File: src/event_activity_map_macros.svh
// ----------------------------------------------------------------------------
// Assertion macros for the event activity map.
// Checks are sampled on i_clk and disabled while i_rst_n is low.
// ----------------------------------------------------------------------------
`ifndef EVENT_ACTIVITY_MAP_MACROS_SVH
`define EVENT_ACTIVITY_MAP_MACROS_SVH

`ifndef NO_ASSERTIONS
`define EAM_ASSERT_IMP(label, ante, cons) \
    label: assert property (@(posedge i_clk) disable iff (!i_rst_n) (ante) |-> (cons)) \
        else $error("event_activity_map: same-cycle check failed");
`define EAM_ASSERT_NXT(label, ante, cons) \
    label: assert property (@(posedge i_clk) disable iff (!i_rst_n) (ante) |=> (cons)) \
        else $error("event_activity_map: next-cycle check failed");
`else
`define EAM_ASSERT_IMP(label, ante, cons)
`define EAM_ASSERT_NXT(label, ante, cons)
`endif

`endif

File: src/eam_ram.sv
// ----------------------------------------------------------------------------
// eam_ram
// Generic simple dual-port RAM: one write port, one registered read port.
// ----------------------------------------------------------------------------
`timescale 1ns / 1ps

module eam_ram #(
    parameter int WIDTH = 16,
    parameter int DEPTH = 256,
    localparam int AW   = $clog2(DEPTH)
) (
    input  logic             i_clk,
    input  logic             i_we,
    input  logic [AW-1:0]    i_waddr,
    input  logic [WIDTH-1:0] i_wdata,
    input  logic             i_re,
    input  logic [AW-1:0]    i_raddr,
    output logic [WIDTH-1:0] o_rdata
);

    logic [WIDTH-1:0] r_mem [DEPTH];
    logic [WIDTH-1:0] r_rdata;

    always_ff @(posedge i_clk) begin
        if (i_we) begin
            r_mem[i_waddr] <= i_wdata;
        end
        if (i_re) begin
            r_rdata <= r_mem[i_raddr];
        end
    end

    assign o_rdata = r_rdata;

endmodule

File: config.mk
export PLATFORM = sky130hd
export DESIGN_NAME = eam_ram
export DESIGN_NICKNAME = d
export VERILOG_FILES = /design/src/event_activity_map_macros.svh /design/src/eam_ram.sv
export SDC_FILE = /design/constraint.sdc
export NUM_CORES = 2
export LEC_CHECK = 0
export BUFFER_PORTS_ARGS = -buffer_cell sky130_fd_sc_hd__buf_2
export CAP_MARGIN = 20
export CORE_ASPECT_RATIO = 0.8
export CORE_MARGIN = 2
export CORE_UTILIZATION = 35
export CTS_BUF_LIST = sky130_fd_sc_hd__clkbuf_16
export DETAILED_ROUTE_END_ITERATION = 6
export HOLD_SLACK_MARGIN = 0.02
export SYNTH_ARGS = -nofsm -noshare
export SYNTH_HDL_FRONTEND = slang
export SYNTH_SLANG_ARGS = --single-unit
File: constraint.sdc
create_clock -name i_clk -period 4.22 [get_ports i_clk]
set_clock_uncertainty 0.1 [all_clocks]
set_input_delay 0.844 -clock i_clk [delete_from_list [all_inputs] [get_ports i_clk]]
set_output_delay 0.844 -clock i_clk [all_outputs]
set_load 0.1 [all_outputs]
# After elaboration in Yosys (flattened, before gate mapping)
# Memory sizes are Yosys's and may differ from the RTL's. A register that Yosys moved wholly into a read port is not among the register bits.
# Cells that the tools add are included.
# totals
ff_bits	0
latch_bits	0
ramBits	4096
romBits	0
input_bits	35
output_inout_bits	16
word_cells	3
n_memories	1
# op_classes
addsub	0
multipliers	0
div_mod_pow	0
order_cmp	0
n_eq_ne	0
n_shift	0
mux	2
bitwise_logic	0
n_reduce_logical	0
# memory_table
name	depth	width	rd	rd_ports_with_merged_regs	wr	line_no	text
r_mem	256	16	1	1	1	eam_ram.sv:21	logic [WIDTH-1:0] r_mem [DEPTH];
# op_table
op	count
2-to-1 mux 1 bit	2

# Longest topological paths before layout
# depth
ltp_word	2
mapped_depth	12
mapped_depth_nobuf	6

# Worst setup path before layout
# No wires, ideal clock.
# synth_path
kind	input-to-reg
start	input i_raddr[0]
end	register r_rdata[4], in the netlist o_rdata[4] (read register of r_mem) (data pin)
setup_time_ns	0.265
arrival_ns	2.828
t_required_ns	3.855
path_slack_ns	1.027
cell_stages	8
path_buffers	3
cell_sequence	buf_6 > buf_6 > buf_2 > mux4_2 > mux4_2 > a22o_1 > o32ai_2 > nor4_2
# synth_rtl
element	line_no	text
start, declared	eam_ram.sv:17	input logic [AW-1:0] i_raddr,
end, declared	eam_ram.sv:22	logic [WIDTH-1:0] r_rdata;

==> run_results.csv <==
group,metric,value,unit
floorplanning,rows,221,
global_route,grt_pass1_vias,78796,
setup_path,rr_worst_depth,6,
drt,dr.pass1.iters,6,
clocking,clock-sinks,4112,
global_route,gr-max-usage-layer,"met2",
placed_design,place_ws,-0.510,ns
floorplanning,io_pins,51,
global_route,grt_max_degree,136,
global_route,antenna_found_initial,32,
yosys,synth_cell_types,51,
yosys,synth-edff-count,4112,
setup_path,crit_path_start,"i_raddr[0]",
clocking,cts_tree,"yes",
power,swShare,0.217,
yosys,ys_ff_latch,4112,
outcome,outcome,"complete, no violations",
setup_path,reg2reg_slack,0.95,ns
clocking,clockBufferDepth,4,
timing,hold_viol,0,
global_route,grt_pass1_wl,610,mm
global_route,grtUsageMet1,0.271,
floorplanning,die_w,757,µm
yosys,yosysWarnings,0,
clocking,hold_buffers,0,
timing,hold_slack,0.231,ns
clocking,clk_pin_slew,0.06,ns
timing,fmax,255,MHz
timing,period_minus_slack,3.92,ns
setup_path,worstPathCellList,"buf_12 -> buf_12 -> buf_12 -> buf_12 -> buf_4 -> mux2i_1 -> o22ai_1 -> nor3_1 -> o21ai_0 -> nand3_1 -> nor4_1",
timing,rsz0062_at_grt,"no",
floorplanning,die_area,459000,µm²
clocking,root_buffer,"clkbuf_16",
setup_path,crit_end,"o_rdata[15]",
setup_path,path_max_fanout,45,
power,power,84700,µW
yosys,synth-main-ff-cell,"edfxtp_1",
setup_path,critPathBufInv,5,
global_route,grtUsageMet2,0.280,
clocking,htree_levels,5,
finish,final_cell_mix,"edfxtp_1 (4112), mux4_2 (797), buf_4 (628), mux2i_1 (565), clkbuf_16 (405)",
finish,drive_gt1_frac,0.278,
finish,area_delta_synth_final,15.7,%
floorplanning,core-area,452000,µm²
job,drv_cap,0,
drt,wirelength,436,mm
clocking,ctsResizeCount,0,
clocking,post_cts_buffers,0,
yosys,synthArstFlopShare,0,
yosys,syn_area,159000,µm²
setup_path,critical_path_required,4.86,ns
setup_path,reg2reg_from,"r_mem[63][2]",
finish,fin_nets,8115,
timing,setup_violations,0,
yosys,synth-seq-area-share,0.777,
setup_path,crit_arrival,4.56,ns
setup_path,reg2reg_to,"o_rdata[2]",
drt,drtIter0Drc,11689,
global_route,grt_usage,0.185,
finish,final_common_cell,"edfxtp_1",
drt,drc,0,
floorplanning,dieHeight,607,µm
worst_hold_path,hold_path.class,"input port to flip-flop",
placed_design,dpl.hpwl,270,mm
clocking,clock_latency,0.96,ns
yosys,synth.net_count,7395,
timing,relSlewSlack,0.0798,
placed_design,portBuffers,50,
timing,fin_crit_sh,0.929,
setup_path,slowest_delay,0.70,ns
drt,wl_per_cell,30.2,µm
power,p_sw,18400,µW
setup_path,startpoint_type,"input port",
power,p_leak,0.0584,µW
setup_path,crit_type,"input port to flip-flop",
setup_path,crit_slowest_cell,"o21ai_0",
timing,slew_viol_final,0,
timing,fin_ws,0.299,ns
drt,antenna_left,0,
placed_design,place_congestion,0.881,
global_route,grt.overflow.total,0,
power,seqPwrFrac,0.532,
setup_path,cp_top_family,"buffers and inverters",
power,p_int,66400,µW
yosys,syn-instance-count,7360,
setup_path,cp_num_cells,11,
clocking,numCtsBuffers,400,
yosys,avgSynthCellArea,21.6,µm²
power,power_per_cell_area,461,nW/µm²
power,combPwrFrac,0.055,
setup_path,cp_common_cell,"buf_12",
drt,vias_per_cell,5.58,
floorplanning,initial_core_util,0.351,
global_route,use_met3,0.0408,
timing,tightest_slew,1.38,ns
setup_path,crit_path_end_kind,"flip-flop",
power,p_clk_frac,0.413,
drt,vias,80625,
power,vdd_drop_max,0.365,mV
final cells by class:
class / instances / area, µm²
diodes: 21 / 52.6
clock buffers: 405 / 10100
clock inverters: 313 / 2530
fillers: 39504 / 269000
inverters: 4 / 27.5
multi-input cells: 2792 / 33000
flip-flops and latches: 4112 / 123000
well taps: 6021 / 7530
repair buffers: 770 / 7000
per-layer routing:
metal  up-vias  wire (µm)
met5         -         60
met4         8      11600
met3       591      42700
met2      4002     197000
met1     43245     185000
li1      32779          -
flip-flops by register name, summed over array words and instances (netlist names):
| register | count |
|---|---|
| r_mem | 4096 |
| o_rdata | 16 |
Yosys cell counts (all sizes together) (2+ instances only):
library cell	number	area share
nand4	26	0.0010
edfxtp	4112	0.78
o21ai	38	0.0012
and3	11	0.00043
a21o	2	0.000094
mux2i	565	0.036
nand2b	3	0.00012
buf	222	0.011
a31oi	6	0.00024
a211oi	18	0.00085
nor4	18	0.00075
o32ai	21	0.0012
or2	5	0.00020
a22oi	43	0.0020
a21oi	175	0.0055
o31ai	16	0.00076
and4	2	0.00011
inv	4	0.000094
o22ai	148	0.0058
or3	2	0.000079
a2111oi	6	0.00033
a22o	32	0.0018
nand3	35	0.0011
nand4b	3	0.00017
nor2	304	0.0072
clkbuf	230	0.0054
nor2b	9	0.00035
o221ai	253	0.014
nor4bb	2	0.00013
nand2	38	0.00090
and2	2	0.000079
mux4	797	0.11
nor3	92	0.0029
mux2	88	0.0062
a221oi	28	0.0015
power groups by stage:
| stage | sequential [µW] | clock, µW | combinational, µW |
|---|---|---|---|
| 2_1_floorplan | 46100 | 0 | 2220 |
| 3_3_place_gp | 46000 | 0 | 4520 |
| 3_5_place_dp | 46000 | 0 | 4600 |
| 4_1_cts | 45100 | 35500 | 4610 |
| 5_1_grt | 45100 | 37100 | 4810 |
| 6_report | 45100 | 35000 | 4620 |
per-stage QoR:
| stage | util | area [µm²] | TNS (ns) | instances |
|---|---|---|---|---|
| floorplan | - | 159000 | 0 | 7360 |
| global placement | 0.378 | 171000 | -3.45 | 13692 |
| detailed placement | 0.378 | 171000 | -2.10 | 13697 |
| CTS | 0.406 | 184000 | 0 | 14415 |
| global route | 0.406 | 184000 | 0 | 14423 |
| finish | 0.406 | 184000 | 0 | 14438 |
cells by family (layout without fill, tap and decap cells):
logic type | count (synthesis) | after routing | synth area share
compound gates | 786 | 786 | 0.0353
flops | 4112 | 4112 | 0.777
simple gates | 556 | 556 | 0.0157
other cells | 0 | 21 | 0
mux | 1450 | 1450 | 0.155
buf+inv | 456 | 1492 | 0.0169
worst reg2reg max path: stages (launching register included):
cell and delay [ns]:
edfxtp_1 0.36, mux4_2 0.49, mux4_2 0.53, a22o_1 0.49, o32ai_1 0.78, buf_4 0.24, nor4_1 0.05
worst min-delay path by stage:
| stage | startpoint | to | slack [ns] | depth (start not counted) |
|---|---|---|---|---|
| 3_5_place_dp | r_mem[96][10] | o_rdata[10] | 1.04 | 6 |
| 6_report | i_wdata[1] | r_mem[246][1] | 0.23 | 1 |
| 5_1_grt | i_wdata[1] | r_mem[246][1] | 0.24 | 1 |
| 4_1_cts | i_wdata[2] | r_mem[244][2] | 0.25 | 1 |
| 2_1_floorplan | i_wdata[0] | r_mem[0][0] | 0.84 | 0 |
| 3_3_place_gp | r_mem[98][10] | o_rdata[10] | 1.01 | 6 |
(Power assumes the default switching activity.)
