===== config.mk =====
export PLATFORM = sky130hd
export DESIGN_NAME = eam_cfg_regs
export DESIGN_NICKNAME = d
export VERILOG_FILES = /design/src/event_activity_map_macros.svh /design/src/eam_pkg.sv /design/src/eam_cfg_regs.sv
export SDC_FILE = /design/constraint.sdc
export NUM_CORES = 1
export LEC_CHECK = 0
export ABC_AREA = 0
export BUFFER_PORTS_ARGS = -buffer_cell sky130_fd_sc_hd__buf_2
export CORE_MARGIN = 2
export CORE_UTILIZATION = 45
export DETAILED_ROUTE_END_ITERATION = 8
export PLACE_DENSITY = 0.75
export SYNTH_ARGS = -nofsm -noshare
export SYNTH_HDL_FRONTEND = slang
export SYNTH_SLANG_ARGS = --single-unit

===== constraint.sdc =====
create_clock -name i_clk -period 1 [get_ports i_clk]
set_input_delay 0.1 -clock i_clk [delete_from_list [all_inputs] [get_ports i_clk]]
set_output_delay 0.1 -clock i_clk [all_outputs]
set_load 0.02 [all_outputs]

===== src/event_activity_map_macros.svh =====
// ----------------------------------------------------------------------------
// Assertion macros for the event activity map.
// Checks are sampled on i_clk and disabled while i_rst_n is low.
// ----------------------------------------------------------------------------
`ifndef EVENT_ACTIVITY_MAP_MACROS_SVH
`define EVENT_ACTIVITY_MAP_MACROS_SVH

`ifndef NO_ASSERTIONS
`define EAM_ASSERT_IMP(label, ante, cons) \
    label: assert property (@(posedge i_clk) disable iff (!i_rst_n) (ante) |-> (cons)) \
        else $error("event_activity_map: same-cycle check failed");
`define EAM_ASSERT_NXT(label, ante, cons) \
    label: assert property (@(posedge i_clk) disable iff (!i_rst_n) (ante) |=> (cons)) \
        else $error("event_activity_map: next-cycle check failed");
`else
`define EAM_ASSERT_IMP(label, ante, cons)
`define EAM_ASSERT_NXT(label, ante, cons)
`endif

`endif


===== src/eam_pkg.sv =====
// ----------------------------------------------------------------------------
// eam_pkg
// Shared constants, codes and types of the event activity map.
// ----------------------------------------------------------------------------
`timescale 1ns / 1ps

package eam_pkg;

    localparam int MAX_WIDTH  = 256;
    localparam int MAX_HEIGHT = 256;
    localparam int MAP_DEPTH  = MAX_WIDTH * MAX_HEIGHT;
    localparam int ADDR_W     = $clog2(MAP_DEPTH);
    localparam int CNT_W      = ADDR_W + 1;
    localparam int EW_W       = $clog2(MAX_WIDTH + 1);
    localparam int EH_W       = $clog2(MAX_HEIGHT + 1);

    localparam int OP_W       = 2;
    localparam int STATUS_W   = 2;
    localparam int COORD_W    = 10;
    localparam int CMP_W      = 11;
    localparam int GEOM_W     = 9;
    localparam int INC_W      = 17;
    localparam int FACTOR_W   = 16;
    localparam int VALUE_W    = 16;
    localparam int SUM_W      = 18;
    localparam int PROD_W     = VALUE_W + FACTOR_W;
    localparam int CFG_IDX_W  = 3;
    localparam int CFG_DATA_W = 17;

    localparam logic [VALUE_W-1:0] VALUE_MAX = 16'd65280;
    localparam logic [VALUE_W-1:0] ONE_Q88   = 16'd256;

    localparam logic [GEOM_W-1:0]   RST_FRAME_WIDTH  = 9'd128;
    localparam logic [GEOM_W-1:0]   RST_FRAME_HEIGHT = 9'd128;
    localparam logic [INC_W-1:0]    RST_ON_INC       = 17'd256;
    localparam logic [INC_W-1:0]    RST_OFF_INC      = 17'd256;
    localparam logic [FACTOR_W-1:0] RST_DECAY_FACTOR = 16'd58982;

    typedef enum logic [OP_W-1:0] {
        OP_DECAY = 2'd0,
        OP_EVENT = 2'd1,
        OP_READ  = 2'd2,
        OP_NONE  = 2'd3
    } t_opcode;

    typedef enum logic [STATUS_W-1:0] {
        ST_APPLIED    = 2'd0,
        ST_DROPPED    = 2'd1,
        ST_DECAY_DONE = 2'd2,
        ST_READ_DATA  = 2'd3
    } t_status;

    typedef enum logic [CFG_IDX_W-1:0] {
        CFG_FRAME_WIDTH  = 3'd0,
        CFG_FRAME_HEIGHT = 3'd1,
        CFG_ON_INC       = 3'd2,
        CFG_OFF_INC      = 3'd3,
        CFG_DECAY_FACTOR = 3'd4
    } t_cfg_index;

    typedef enum logic [2:0] {
        S_CLEAR,
        S_IDLE,
        S_INDEX,
        S_READ,
        S_MODIFY,
        S_DECAY,
        S_DONE
    } t_state;

    typedef struct packed {
        logic [EW_W-1:0]            eff_width;
        logic [EH_W-1:0]            eff_height;
        logic signed [INC_W-1:0]    on_inc;
        logic signed [INC_W-1:0]    off_inc;
        logic [FACTOR_W-1:0]        decay_factor;
    } t_cfg;

endpackage


===== src/eam_cfg_regs.sv =====
// ----------------------------------------------------------------------------
// eam_cfg_regs
// Configuration registers with the effective frame geometry derived from them.
// ----------------------------------------------------------------------------
`timescale 1ns / 1ps

module eam_cfg_regs
    import eam_pkg::*;
(
    input  logic                  i_clk,
    input  logic                  i_rst_n,
    input  logic                  i_cfg_we,
    input  logic [CFG_IDX_W-1:0]  i_cfg_index,
    input  logic [CFG_DATA_W-1:0] i_cfg_data,
    output t_cfg                  o_cfg
);

    logic [GEOM_W-1:0]   r_frame_width;
    logic [GEOM_W-1:0]   r_frame_height;
    logic [INC_W-1:0]    r_on_inc;
    logic [INC_W-1:0]    r_off_inc;
    logic [FACTOR_W-1:0] r_decay_factor;

    always_ff @(posedge i_clk) begin
        if (!i_rst_n) begin
            r_frame_width  <= RST_FRAME_WIDTH;
            r_frame_height <= RST_FRAME_HEIGHT;
            r_on_inc       <= RST_ON_INC;
            r_off_inc      <= RST_OFF_INC;
            r_decay_factor <= RST_DECAY_FACTOR;
        end else if (i_cfg_we) begin
            case (t_cfg_index'(i_cfg_index))
                CFG_FRAME_WIDTH:  r_frame_width  <= i_cfg_data[GEOM_W-1:0];
                CFG_FRAME_HEIGHT: r_frame_height <= i_cfg_data[GEOM_W-1:0];
                CFG_ON_INC:       r_on_inc       <= i_cfg_data[INC_W-1:0];
                CFG_OFF_INC:      r_off_inc      <= i_cfg_data[INC_W-1:0];
                CFG_DECAY_FACTOR: r_decay_factor <= i_cfg_data[FACTOR_W-1:0];
                default: ;
            endcase
        end
    end

    always_comb begin
        o_cfg.eff_width = (CMP_W'(r_frame_width) > CMP_W'(MAX_WIDTH))
                        ? EW_W'(MAX_WIDTH) : EW_W'(r_frame_width);
        o_cfg.eff_height = (CMP_W'(r_frame_height) > CMP_W'(MAX_HEIGHT))
                         ? EH_W'(MAX_HEIGHT) : EH_W'(r_frame_height);
        o_cfg.on_inc       = $signed(r_on_inc);
        o_cfg.off_inc      = $signed(r_off_inc);
        o_cfg.decay_factor = r_decay_factor;
    end

endmodule


# [Word level (Yosys, flattened, before mapping)]
# Cells that the tools add are included.
[op_classes] order_cmp=2 reduce_logical=6 muxes=2 n_eq_ne=4
[ops] cell="$gt 9x9->1 const B" count=2
[ops] cell="$mux 9" count=2
[ops] cell="$reduce_and 2->1" count=5
[ops] cell="$eq 3x2->1 const B" count=2
[ops] cell="$eq 3x1->1 const B" count=1
[ops] cell="$eq 3x3->1 const B" count=1
[ops] cell="$logic_not 3->1" count=1
[word_totals] output_inout_bits=68 ff_bits=68 elab_cells=19

# [Longest topological paths before layout]
[logic_depth] depth_word=2 ltp_mapped=5

# [Least setup slack after synthesis]
# No wires, ideal clock.
[synth_timing] path_kind="input -> register" start="input i_cfg_index[2]" end="register r_on_inc[6]" setup_ps=72 arrival_time_ps=824 setup_slack_ps=105 stages=4 required_time_ps=928 n_path_buf=2 cell_sequence="and4bb_1 -> buf_6 -> buf_6 -> mux2i_1"
[synth_between] elab_chain_len=2
[synth_lines] element="start: declaration" line_no="eam_cfg_regs.sv:13" text="input logic [CFG_IDX_W-1:0] i_cfg_index,"
[synth_lines] element="$eq 3x2->1" line_no="eam_cfg_regs.sv:32" text="case (t_cfg_index'(i_cfg_index))"
[synth_lines] element="$reduce_and 2->1 (no source line)"
[synth_lines] element="end signal: assignment" line_no="eam_cfg_regs.sv:35" text="CFG_ON_INC: r_on_inc <= i_cfg_data[INC_W-1:0];"
[synth_lines] element="end: declaration" line_no="eam_cfg_regs.sv:20" text="logic [INC_W-1:0] r_on_inc;"
# No other way between the ends.
# A chain may end at the register's enable or synchronous reset.

==> impl_metrics.toml <==
[status]
violations = "negative setup slack"
status = "finished with violations"

[cts]
clk-insertion-delay-late_ns = 0.33
clock_sinks = 68
clkTransAtPathRegs_ns = 0.07
postCtsSetupBuffers = 0
cts_root_buf = "clkbuf_8"
h-tree-depth = 3
cts_resized = 22
cts_tree = "yes"
clock_path_buffers = 2
numCtsBuffers = 9
hold_buffers = 0

[hold_path]
hold_path_class = "in2reg"

[placement]
routabilityCongestion = 0.7799
hpwlAfterDp_um = 4381
portBuffers = 90

[global_routing]
grt_pass1_vias = 1925
antenna_found_initial = 0
overflow = 0
grt_start_max_net_pins = 45
grt_pass1_wl_um = 9294
track_usage_pct = 18.66

[yosys]
synthFlopType = "dfxtp_1"
synth.most_common_cell = "nand2_1"
synth_warnings = 0
synthesis.area_sq_um = 2748
synth_top_area_share_pct = 49.54
yosysUniqueCellTypes = 12
synth_edf_count = 0
ys_ff_latch = 68
syn_avg_cell_area_sq_um = 10.03
syn_nets = 297
syn_inst = 274
yosysTopAreaCell = "dfxtp_1"
ys_async_sr_fraction_pct = 0
synthTopCellsByArea = "dfxtp_1 50%, mux2i_1 25%, nand2_1 9.8%"
synthTopCellsByCount = "72 x nand2_1, 68 x dfxtp_1, 68 x mux2i_1, 40 x nor2b_1, 9 x buf_2"
ys_seq_area_share_pct = 49.54

[power_and_ir_drop]
p_per_area_nw_per_um2 = 1612
ir_drop_mv = 0.8143
p_leak_nw = 1.681
p_total_mw = 5.732

[sta]
slew_headroom_pct = 82.94
hold_viol_final = 0
maxSlewViolCount = 0
setup_ws_ns = -0.1144
tightestPinTransition_ns = 0.2553
final.setup_skew_ns = 0
setup_viol = 17
fmax_mhz = 897.3
hold_slack_ns = 0.03773
rsz0062_at_grt = "yes"
layout_worst_path_cycle_share_pct = 111.4
min_period_ns = 1.114

[worst_setup_path]
critPathBufInv = 1
crit_type = "reg2out"
crit_arrival_ns = 1.01
crit_path_max_incr_delay_ns = 0.39
endpoint_kind = "output pin"
worstPathMaxFanout = 10
setup.worst_path.start_class = "flip-flop"
cp.required_ns = 0.90
slowest_stage = "dfxtp_4"
cp_cell_sequence = "nor2b_1 -> buf_4"
critical_path.top_delay_family = "flip-flops"

[drt]
firstDrtPassIters = 5
drt-total-wl_um = 6063
drt_iter0_drc = 74
drc = 0
wl_per_cell_um = 13.69
antenna_left = 0
vias_per_cell = 4.799
vias = 2126

[die]
die_h_um = 82.14
fp-row-count = 28
start_util_pct = 46.41
io_pins = 91
die_x_um = 82.14
design.die.area_sq_um = 6747
core_sq_um = 5921

[layout]
nets = 386
fillers = 527
syn_to_final_growth_pct = 29.42
antenna_cells = 0
drive_gt1_share_pct = 32.34

[flow_run]
maxCapViolations = 0
==> worst paths after layout <==
check                   startpoint  slack [ns]                 to  cells past startpoint
setup / recovery  r_frame_width[8]       -0.11          o_cfg[62]                      2
setup reg to reg  r_frame_width[8]        0.32   r_frame_width[8]                      2
hold / removal       i_cfg_data[1]        0.04  r_decay_factor[1]                      3
hold reg to reg   r_frame_width[2]        0.45   r_frame_width[2]                      2
==> per-layer routing <==
layer  wire length, um  share of wire [%]  vias up  GRT usage (%)
li1                  -                  -     1069              -
met5                 0                  0        -              0
met3               248                4.1        8          3.370
met4               100                1.6        0          9.833
met1              2724                 45     1003          23.84
met2              2990                 49       46          30.08
==> per-stage QoR <==
stage | std cells | TNS, ns | cell area [sq um] | setup slack [ns] | utilization (%)
6_report | 443 | -1.389 | 3556 | -0.1144 | 60.06
5_1_grt | 443 | -2.289 | 3556 | -0.1553 | 60.06
4_1_cts | 443 | -1.726 | 3553 | -0.1332 | 60.02
3_5_place_dp | 427 | -0.6615 | 3284 | -0.04592 | 55.47
3_3_place_gp | 427 | 0 | 3284 | 0.004511 | 55.47
2_1_floorplan | 274 | 0 | 2748 | 0.1046 | -
==> layout by cell type (no fill, tap or decap), types with 3 or more instances in the layout <==
cell,netlist,routed
clkinv_2,0,3
nor2b_1,40,38
buf_4,1,22
mux2i_1,68,68
clkbuf_8,0,10
buf_12,0,4
buf_2,9,73
dfxtp_1,68,66
nand2_1,72,72
==> worst reg2reg max path: cells and delay by family, from the launching register on <==
kind / cells / cell delay (ns)
flip-flops: 1 / 0.42
multiplexers: 1 / 0.11
AND/OR/NAND/NOR: 1 / 0.08
==> area by class of cell <==
class | instances | area, sq um | area share (%)
clock buffers | 11 | 141.4 | 3.976
clock inverters | 5 | 75.07 | 2.111
multi-input cells | 185 | 1266 | 35.61
flip-flops and latches | 68 | 1369 | 38.49
well taps | 75 | 93.84 | 2.639
repair buffers | 99 | 610.6 | 17.17
==> flip-flops by register name (all words and copies together) (netlist names) <==
register,flops
r_frame_width,9
r_off_inc,17
r_frame_height,9
r_on_inc,17
r_decay_factor,16
==> report_power, final <==
part	total [mW]	internal [mW]	switching (mW)	leakage, nW
clock	2.44	1.46	0.981	0.113
sequential	2.80	2.76	0.0338	0.552
combinational	0.493	0.206	0.288	1.02
==> cells by family (layout without fill, tap and decap cells) <==
logic type / after synthesis / in the layout / share of synthesized area (%)
muxes: 68 / 68 / 24.77
DFF: 68 / 68 / 49.54
buffers and inverters: 21 / 115 / 4.781
and+or+nand+nor: 117 / 117 / 20.90
No activity file was read; power rests on OpenSTA's default activity.
