$ cat src/event_activity_map_macros.svh
// ----------------------------------------------------------------------------
// Assertion macros for the event activity map.
// Checks are sampled on i_clk and disabled while i_rst_n is low.
// ----------------------------------------------------------------------------
`ifndef EVENT_ACTIVITY_MAP_MACROS_SVH
`define EVENT_ACTIVITY_MAP_MACROS_SVH

`ifndef NO_ASSERTIONS
`define EAM_ASSERT_IMP(label, ante, cons) \
    label: assert property (@(posedge i_clk) disable iff (!i_rst_n) (ante) |-> (cons)) \
        else $error("event_activity_map: same-cycle check failed");
`define EAM_ASSERT_NXT(label, ante, cons) \
    label: assert property (@(posedge i_clk) disable iff (!i_rst_n) (ante) |=> (cons)) \
        else $error("event_activity_map: next-cycle check failed");
`else
`define EAM_ASSERT_IMP(label, ante, cons)
`define EAM_ASSERT_NXT(label, ante, cons)
`endif

`endif

$ cat src/eam_pkg.sv
// ----------------------------------------------------------------------------
// eam_pkg
// Shared constants, codes and types of the event activity map.
// ----------------------------------------------------------------------------
`timescale 1ns / 1ps

package eam_pkg;

    localparam int MAX_WIDTH  = 256;
    localparam int MAX_HEIGHT = 256;
    localparam int MAP_DEPTH  = MAX_WIDTH * MAX_HEIGHT;
    localparam int ADDR_W     = $clog2(MAP_DEPTH);
    localparam int CNT_W      = ADDR_W + 1;
    localparam int EW_W       = $clog2(MAX_WIDTH + 1);
    localparam int EH_W       = $clog2(MAX_HEIGHT + 1);

    localparam int OP_W       = 2;
    localparam int STATUS_W   = 2;
    localparam int COORD_W    = 10;
    localparam int CMP_W      = 11;
    localparam int GEOM_W     = 9;
    localparam int INC_W      = 17;
    localparam int FACTOR_W   = 16;
    localparam int VALUE_W    = 16;
    localparam int SUM_W      = 18;
    localparam int PROD_W     = VALUE_W + FACTOR_W;
    localparam int CFG_IDX_W  = 3;
    localparam int CFG_DATA_W = 17;

    localparam logic [VALUE_W-1:0] VALUE_MAX = 16'd65280;
    localparam logic [VALUE_W-1:0] ONE_Q88   = 16'd256;

    localparam logic [GEOM_W-1:0]   RST_FRAME_WIDTH  = 9'd128;
    localparam logic [GEOM_W-1:0]   RST_FRAME_HEIGHT = 9'd128;
    localparam logic [INC_W-1:0]    RST_ON_INC       = 17'd256;
    localparam logic [INC_W-1:0]    RST_OFF_INC      = 17'd256;
    localparam logic [FACTOR_W-1:0] RST_DECAY_FACTOR = 16'd58982;

    typedef enum logic [OP_W-1:0] {
        OP_DECAY = 2'd0,
        OP_EVENT = 2'd1,
        OP_READ  = 2'd2,
        OP_NONE  = 2'd3
    } t_opcode;

    typedef enum logic [STATUS_W-1:0] {
        ST_APPLIED    = 2'd0,
        ST_DROPPED    = 2'd1,
        ST_DECAY_DONE = 2'd2,
        ST_READ_DATA  = 2'd3
    } t_status;

    typedef enum logic [CFG_IDX_W-1:0] {
        CFG_FRAME_WIDTH  = 3'd0,
        CFG_FRAME_HEIGHT = 3'd1,
        CFG_ON_INC       = 3'd2,
        CFG_OFF_INC      = 3'd3,
        CFG_DECAY_FACTOR = 3'd4
    } t_cfg_index;

    typedef enum logic [2:0] {
        S_CLEAR,
        S_IDLE,
        S_INDEX,
        S_READ,
        S_MODIFY,
        S_DECAY,
        S_DONE
    } t_state;

    typedef struct packed {
        logic [EW_W-1:0]            eff_width;
        logic [EH_W-1:0]            eff_height;
        logic signed [INC_W-1:0]    on_inc;
        logic signed [INC_W-1:0]    off_inc;
        logic [FACTOR_W-1:0]        decay_factor;
    } t_cfg;

endpackage

$ cat src/eam_update.sv
// ----------------------------------------------------------------------------
// eam_update
// Pixel arithmetic: Q0.16 decay that zeroes values below 1.0, and saturating event add.
// ----------------------------------------------------------------------------
`timescale 1ns / 1ps

module eam_update
    import eam_pkg::*;
(
    input  logic [VALUE_W-1:0]     i_old,
    input  logic [FACTOR_W-1:0]    i_factor,
    input  logic signed [INC_W-1:0] i_inc,
    output logic [VALUE_W-1:0]     o_decayed,
    output logic [VALUE_W-1:0]     o_summed
);

    logic [PROD_W-1:0]       prod;
    logic [VALUE_W-1:0]      scaled;
    logic signed [SUM_W-1:0] sum;

    always_comb begin
        prod      = PROD_W'(i_old) * PROD_W'(i_factor);
        scaled    = prod[PROD_W-1:FACTOR_W];
        o_decayed = (scaled < ONE_Q88) ? '0 : scaled;

        sum = $signed({2'b00, i_old}) + $signed({i_inc[INC_W-1], i_inc});
        if (sum[SUM_W-1]) begin
            o_summed = '0;
        end else if (sum > $signed({2'b00, VALUE_MAX})) begin
            o_summed = VALUE_MAX;
        end else begin
            o_summed = sum[VALUE_W-1:0];
        end
    end

endmodule

$ cat config.mk
export PLATFORM = sky130hd
export DESIGN_NAME = eam_update
export DESIGN_NICKNAME = d
export VERILOG_FILES = /design/src/event_activity_map_macros.svh /design/src/eam_pkg.sv /design/src/eam_update.sv
export SDC_FILE = /design/constraint.sdc
export NUM_CORES = 1
export LEC_CHECK = 0
export BUFFER_PORTS_ARGS = -buffer_cell sky130_fd_sc_hd__buf_2
export CELL_PAD_IN_SITES_DETAIL_PLACEMENT = 1
export CELL_PAD_IN_SITES_GLOBAL_PLACEMENT = 2
export CORE_ASPECT_RATIO = 0.75
export CORE_MARGIN = 10
export CORE_UTILIZATION = 42
export DETAILED_ROUTE_END_ITERATION = 16
export PLACE_DENSITY_LB_ADDON = 0.05
export SYNTH_ARGS = -nofsm -noshare
export SYNTH_HDL_FRONTEND = slang
export SYNTH_SLANG_ARGS = --single-unit
$ cat constraint.sdc
create_clock -name vclk -period 16.75
set_clock_uncertainty 0.05 [all_clocks]
set_input_delay 0.8375 -clock vclk [all_inputs]
set_output_delay 0.8375 -clock vclk [all_outputs]
set_load 0.05 [all_outputs]
# Yosys cells after proc, flatten, opt, wreduce, memory -nomap -nowiden
# Index checks and enable logic that the tools add are counted.
[word_totals]
regBits = 0
mem_count = 0
input_bits = 49
rom_bits = 0
ramBits = 0
latchBits = 0
[op_classes]
n_eq_ne = 0
add_sub_neg = 1
shift = 0
div = 0
magnitude_cmp = 2
reduce_logical = 0
muxes = 3
bitwise_logic = 0
mul = 1
[op_table]
columns = ["op", "count"]
rows = [
  ["16-bit 2-to-1 mux", 3],
  ["16-bit by 16-bit multiplier with 32-bit output", 1],
  ["17-bit by 17-bit adder with 18-bit output", 1],
  ["18-bit by 17-bit > comparator with 1-bit output (second input constant)", 1],
  ["16-bit by 9-bit less-than comparator with 1-bit output (second input constant)", 1],
]

# Longest topological paths before layout
[depth]
word_depth = 4
depth_mapped = 23
ltp_nobuf = 22

# Worst setup path before layout
# No wires, ideal clock.
[synth_path]
kind = "in2out"
start = "in i_factor[1]"
end = "out o_decayed[0]"
t_arrival_ns = 7.446
required_ns = 15.862
cell_stages = 20
path_buffers = 1
slack_ns = 8.416
cell_sequence = "clkbuf_1 -> nand2_1 -> fa_1 -> fa_1 -> fa_1 -> inv_1 -> fa_1 -> fa_1 -> inv_1 -> fa_1 -> inv_1 -> ha_1 -> nand4_2 -> nor2_2 -> a31oi_4 -> o221ai_2 -> o22ai_2 -> xnor2_1 -> nor4_4 -> a21oi_1"
[synth_via]
elab_chain_len = 3
[synth_lines]
columns = ["item", "line_no", "source"]
rows = [
  ["from (decl)", "eam_update.sv:11", "input logic [FACTOR_W-1:0] i_factor,"],
  ["16-bit by 16-bit multiplier with 32-bit output *", "eam_update.sv:22", "prod = PROD_W'(i_old) * PROD_W'(i_factor);"],
  ["16-bit by 9-bit less-than comparator with 1-bit output", "eam_update.sv:24", "o_decayed = (scaled < ONE_Q88) ? '0 : scaled;"],
  ["16-bit 2-to-1 mux *", "eam_update.sv:24", ""],
  ["to (decl)", "eam_update.sv:13", "output logic [VALUE_W-1:0] o_decayed,"],
]
# Every way passes the cells marked *; elsewhere a longest branch is shown, timed or not.

# Worst setup path in the final report
[layout_path]
start = "in i_old[13]"
end = "out o_decayed[0]"
[layout_via]
elab_chain_len = 3
[layout_lines]
columns = ["item", "line_no", "source"]
rows = [
  ["from (decl)", "eam_update.sv:10", "input logic [VALUE_W-1:0] i_old,"],
  ["16-bit by 16-bit multiplier with 32-bit output *", "eam_update.sv:22", ""],
  ["16-bit by 9-bit less-than comparator with 1-bit output", "eam_update.sv:24", ""],
  ["16-bit 2-to-1 mux *", "eam_update.sv:24", ""],
]
# Marks and branches as above.

==> summary.txt <==
RUN STATUS
--------------------------------------------------------------------------------
Outcome                                                             finished, final reports clean

MIN PATH
--------------------------------------------------------------------------------
Worst min-delay path category                                       input port to output port
Beginning of the worst hold path                                        i_inc[0]

WORST SETUP PATH
--------------------------------------------------------------------------------
Worst setup startpoint                                                 i_old[13]
Cells along the critical path                                       buf_2, nand2_1, fa_1, fa_1, fa_1, inv_1, fa_1, fa_1, inv_1, fa_1, inv_1, ha_1, nand3_2, nor3_1, a211oi_1, a211oi_1, o21a_1, o221ai_2, nor4_4, a21oi_1, buf_2
Highest fanout seen on the critical path                                      17
Cell type group with the largest total delay on the critical path    adder cells
Number of buffer and inverter stages on the critical path                      5
Critical path start-end classification                              input port to output port
Worst path most repeated cell                                       sky130_fd_sc_hd__fa_1
CP startpoint kind                                                    input port
Highest-delay cell along the critical path                          sky130_fd_sc_hd__fa_1
Crit path capture type                                               output port
Data required time of the worst path                                    15.86 ns
WP data arrival                                                          7.36 ns
Highest cell delay on the worst timing path                              0.55 ns

STA
--------------------------------------------------------------------------------
Least setup slack across all paths after layout                          8.51 ns
Max_slew headroom                                                          52.1%
Accumulated negative setup slack                                            0 ns
Slew at the pin closest to its max-slew limit                           0.713 ns
Fin crit share                                                             49.2%
Final Slew Violations                                                          0
Setup repair after global routing missed its margin                           no
Final hold violation count                                                     0
Setup violators final                                                          0
Min Tclk post-route                                                      8.24 ns
Highest clock frequency the design can meet                              121 MHz

GLOBAL ROUTE
--------------------------------------------------------------------------------
First-pass GRT wire length                                              45800 um
Initial antenna violation count                                                0
Number of global-route vias before repair                                   8461
Grt ovf                                                                        0
Tot GR Track Use                                                           18.9%
Largest net degree at the start of global routing                             19

CELLS AND AREA
--------------------------------------------------------------------------------
Total number of sequential cells                                               0
Layout-stage area growth over the synthesis result                         6.28%
Combined area of the multi-input logic cells                            8610 um2
Footprint of the flip-flops and latches                                    0 um2
Final-layout clock buffer total                                                0
Fraction of final layout cells with drive strength greater than 1          10.2%
Total inserted antenna cells                                                   0
Nets                                                                        1549
Number of inserted filler cells in the final layout                         2717

DRT
--------------------------------------------------------------------------------
Number of nets still failing antenna checks after routing                      0
Post-DR vias/cell                                                           5.25
Final Routed Wirelength                                                 27700 um
Drt pass-1 iters                                                               5
Total number of vias                                                        7774
DRT iter0 DRCs                                                               305
Post-route DRC violation count                                                 0
Detail-routed net length per standard cell                               18.7 um

LOGIC SYNTHESIS
--------------------------------------------------------------------------------
Total standard cell area after synthesis                                9670 um2
Distinct cells, synth                                                         71
Post-Syn Nets                                                               1504
Top cells by area, synth                                            sky130_fd_sc_hd__fa_1, sky130_fd_sc_hd__ha_1, sky130_fd_sc_hd__inv_1, sky130_fd_sc_hd__and2_1, sky130_fd_sc_hd__nand2_1
Average cell area after synthesis                                       8.45 um2
Count of yosys warnings during synthesis                                       0
Post-synthesis instance total                                               1144
Fraction of synthesized cell area taken by the top area cell type          40.2%
Seq/Total Area, Yosys                                                         0%
Most area-hungry cell type in the Yosys netlist                     sky130_fd_sc_hd__fa_1

PLACEMENT
--------------------------------------------------------------------------------
# port buffers                                                                81
Pre-CTS setup slack                                                      8.55 ns
Routability cong.                                                          0.839
Detailed placer's ending HPWL                                           23200 um

FLOORPLAN
--------------------------------------------------------------------------------
Chip Width                                                                195 um
Die area                                                               29500 um2
Top-Level Pins                                                                81
Effective utilization at floorplan                                         43.3%
Vert. Die Dim                                                             151 um
Site row count                                                                47
Standard cell core area                                                22300 um2

FLOW RUN
--------------------------------------------------------------------------------
# Max-Cap Violations                                                           0

CLOCKING
--------------------------------------------------------------------------------
Cts-stage hold buffer count                                                    0
Post-CTS Resized                                                               0
Setup repair bufs after CTS                                                    0

-- layout make-up --
cell class,count,share of cell area [%]
inverters,236,8.62
repair buffers,81,3.95
multi-input cells,870,83.9
well taps,294,3.58
-- kinds of logic after synthesis --
family | count (synthesis) | synth area share (%)
buffers and inverters | 274 | 10.9
AND/OR/NAND/NOR | 383 | 20.4
AO/OA/AOI/OAI | 151 | 11.1
XOR/XNOR | 25 | 2.34
adder cells (fa/ha/maj) | 311 | 55.3
-- cell usage after synthesis (all sizes together) (3+ instances only) --
| cell type | number |
|---|---|
| o22ai | 3 |
| a211oi | 5 |
| and3 | 10 |
| o41ai | 3 |
| nor4 | 4 |
| o21ai | 25 |
| o211ai | 6 |
| fa | 194 |
| a21oi | 60 |
| nand4 | 12 |
| a21boi | 3 |
| inv | 236 |
| ha | 117 |
| xnor2 | 19 |
| nor3 | 11 |
| o221ai | 5 |
| or3 | 6 |
| nand2b | 4 |
| nor2b | 3 |
| xor2 | 6 |
| o21bai | 3 |
| nor2 | 24 |
| clkbuf | 36 |
| a31oi | 4 |
| nand3 | 16 |
| a2111oi | 3 |
| o21a | 4 |
| and2 | 116 |
| nand2 | 170 |
| a21o | 14 |
-- cell usage in the layout, fill, tap and decap left out, types with 5 or more instances in the layout --
cell / count
sky130_fd_sc_hd__buf_2: 81
sky130_fd_sc_hd__nand2_1: 170
sky130_fd_sc_hd__ha_1: 117
sky130_fd_sc_hd__and2_1: 116
sky130_fd_sc_hd__xor2_1: 5
sky130_fd_sc_hd__inv_1: 236
sky130_fd_sc_hd__a21oi_1: 57
sky130_fd_sc_hd__and3_1: 8
sky130_fd_sc_hd__nor3_1: 10
sky130_fd_sc_hd__nor2_1: 22
sky130_fd_sc_hd__xnor2_1: 19
sky130_fd_sc_hd__a21o_1: 13
sky130_fd_sc_hd__o21ai_0: 19
sky130_fd_sc_hd__nand3_1: 14
sky130_fd_sc_hd__fa_1: 194
sky130_fd_sc_hd__or3_1: 6
sky130_fd_sc_hd__nand4_1: 10
-- path summary, 6_finish.rpt --
| check | endpoint | cells after the start | slack [ns] |
|---|---|---|---|
| min | o_summed[0] | 5 | 2.25 |
| max | o_decayed[0] | 21 | 8.51 |
-- stage by stage --
stage                     utilization, %  instance area (um2)  hold WS, ns  std cells
final                               46.0                10300         2.25       1481
after global routing                46.0                10300         2.29       1481
after CTS                           46.0                10300         2.26       1481
after detailed placement            46.0                10300         2.26       1481
after global placement              46.0                10300         2.26       1481
after floorplan                        -                 9670         1.97       1144
-- layer usage --
layer  share of wire [%]  up-vias  wire (um)  global-route usage [%]
met2                  49      109      13600                    33.1
met1                  48     3988      13300                    26.7
met4                0.30        0         82                   0.724
li1                    -     3670          -                       -
met3                 2.7        7        749                    1.02
met5                   0        -          0                       0
Power is not shown: default switching activity piles up to over one toggle a cycle in this logic, so the estimate is an artifact.
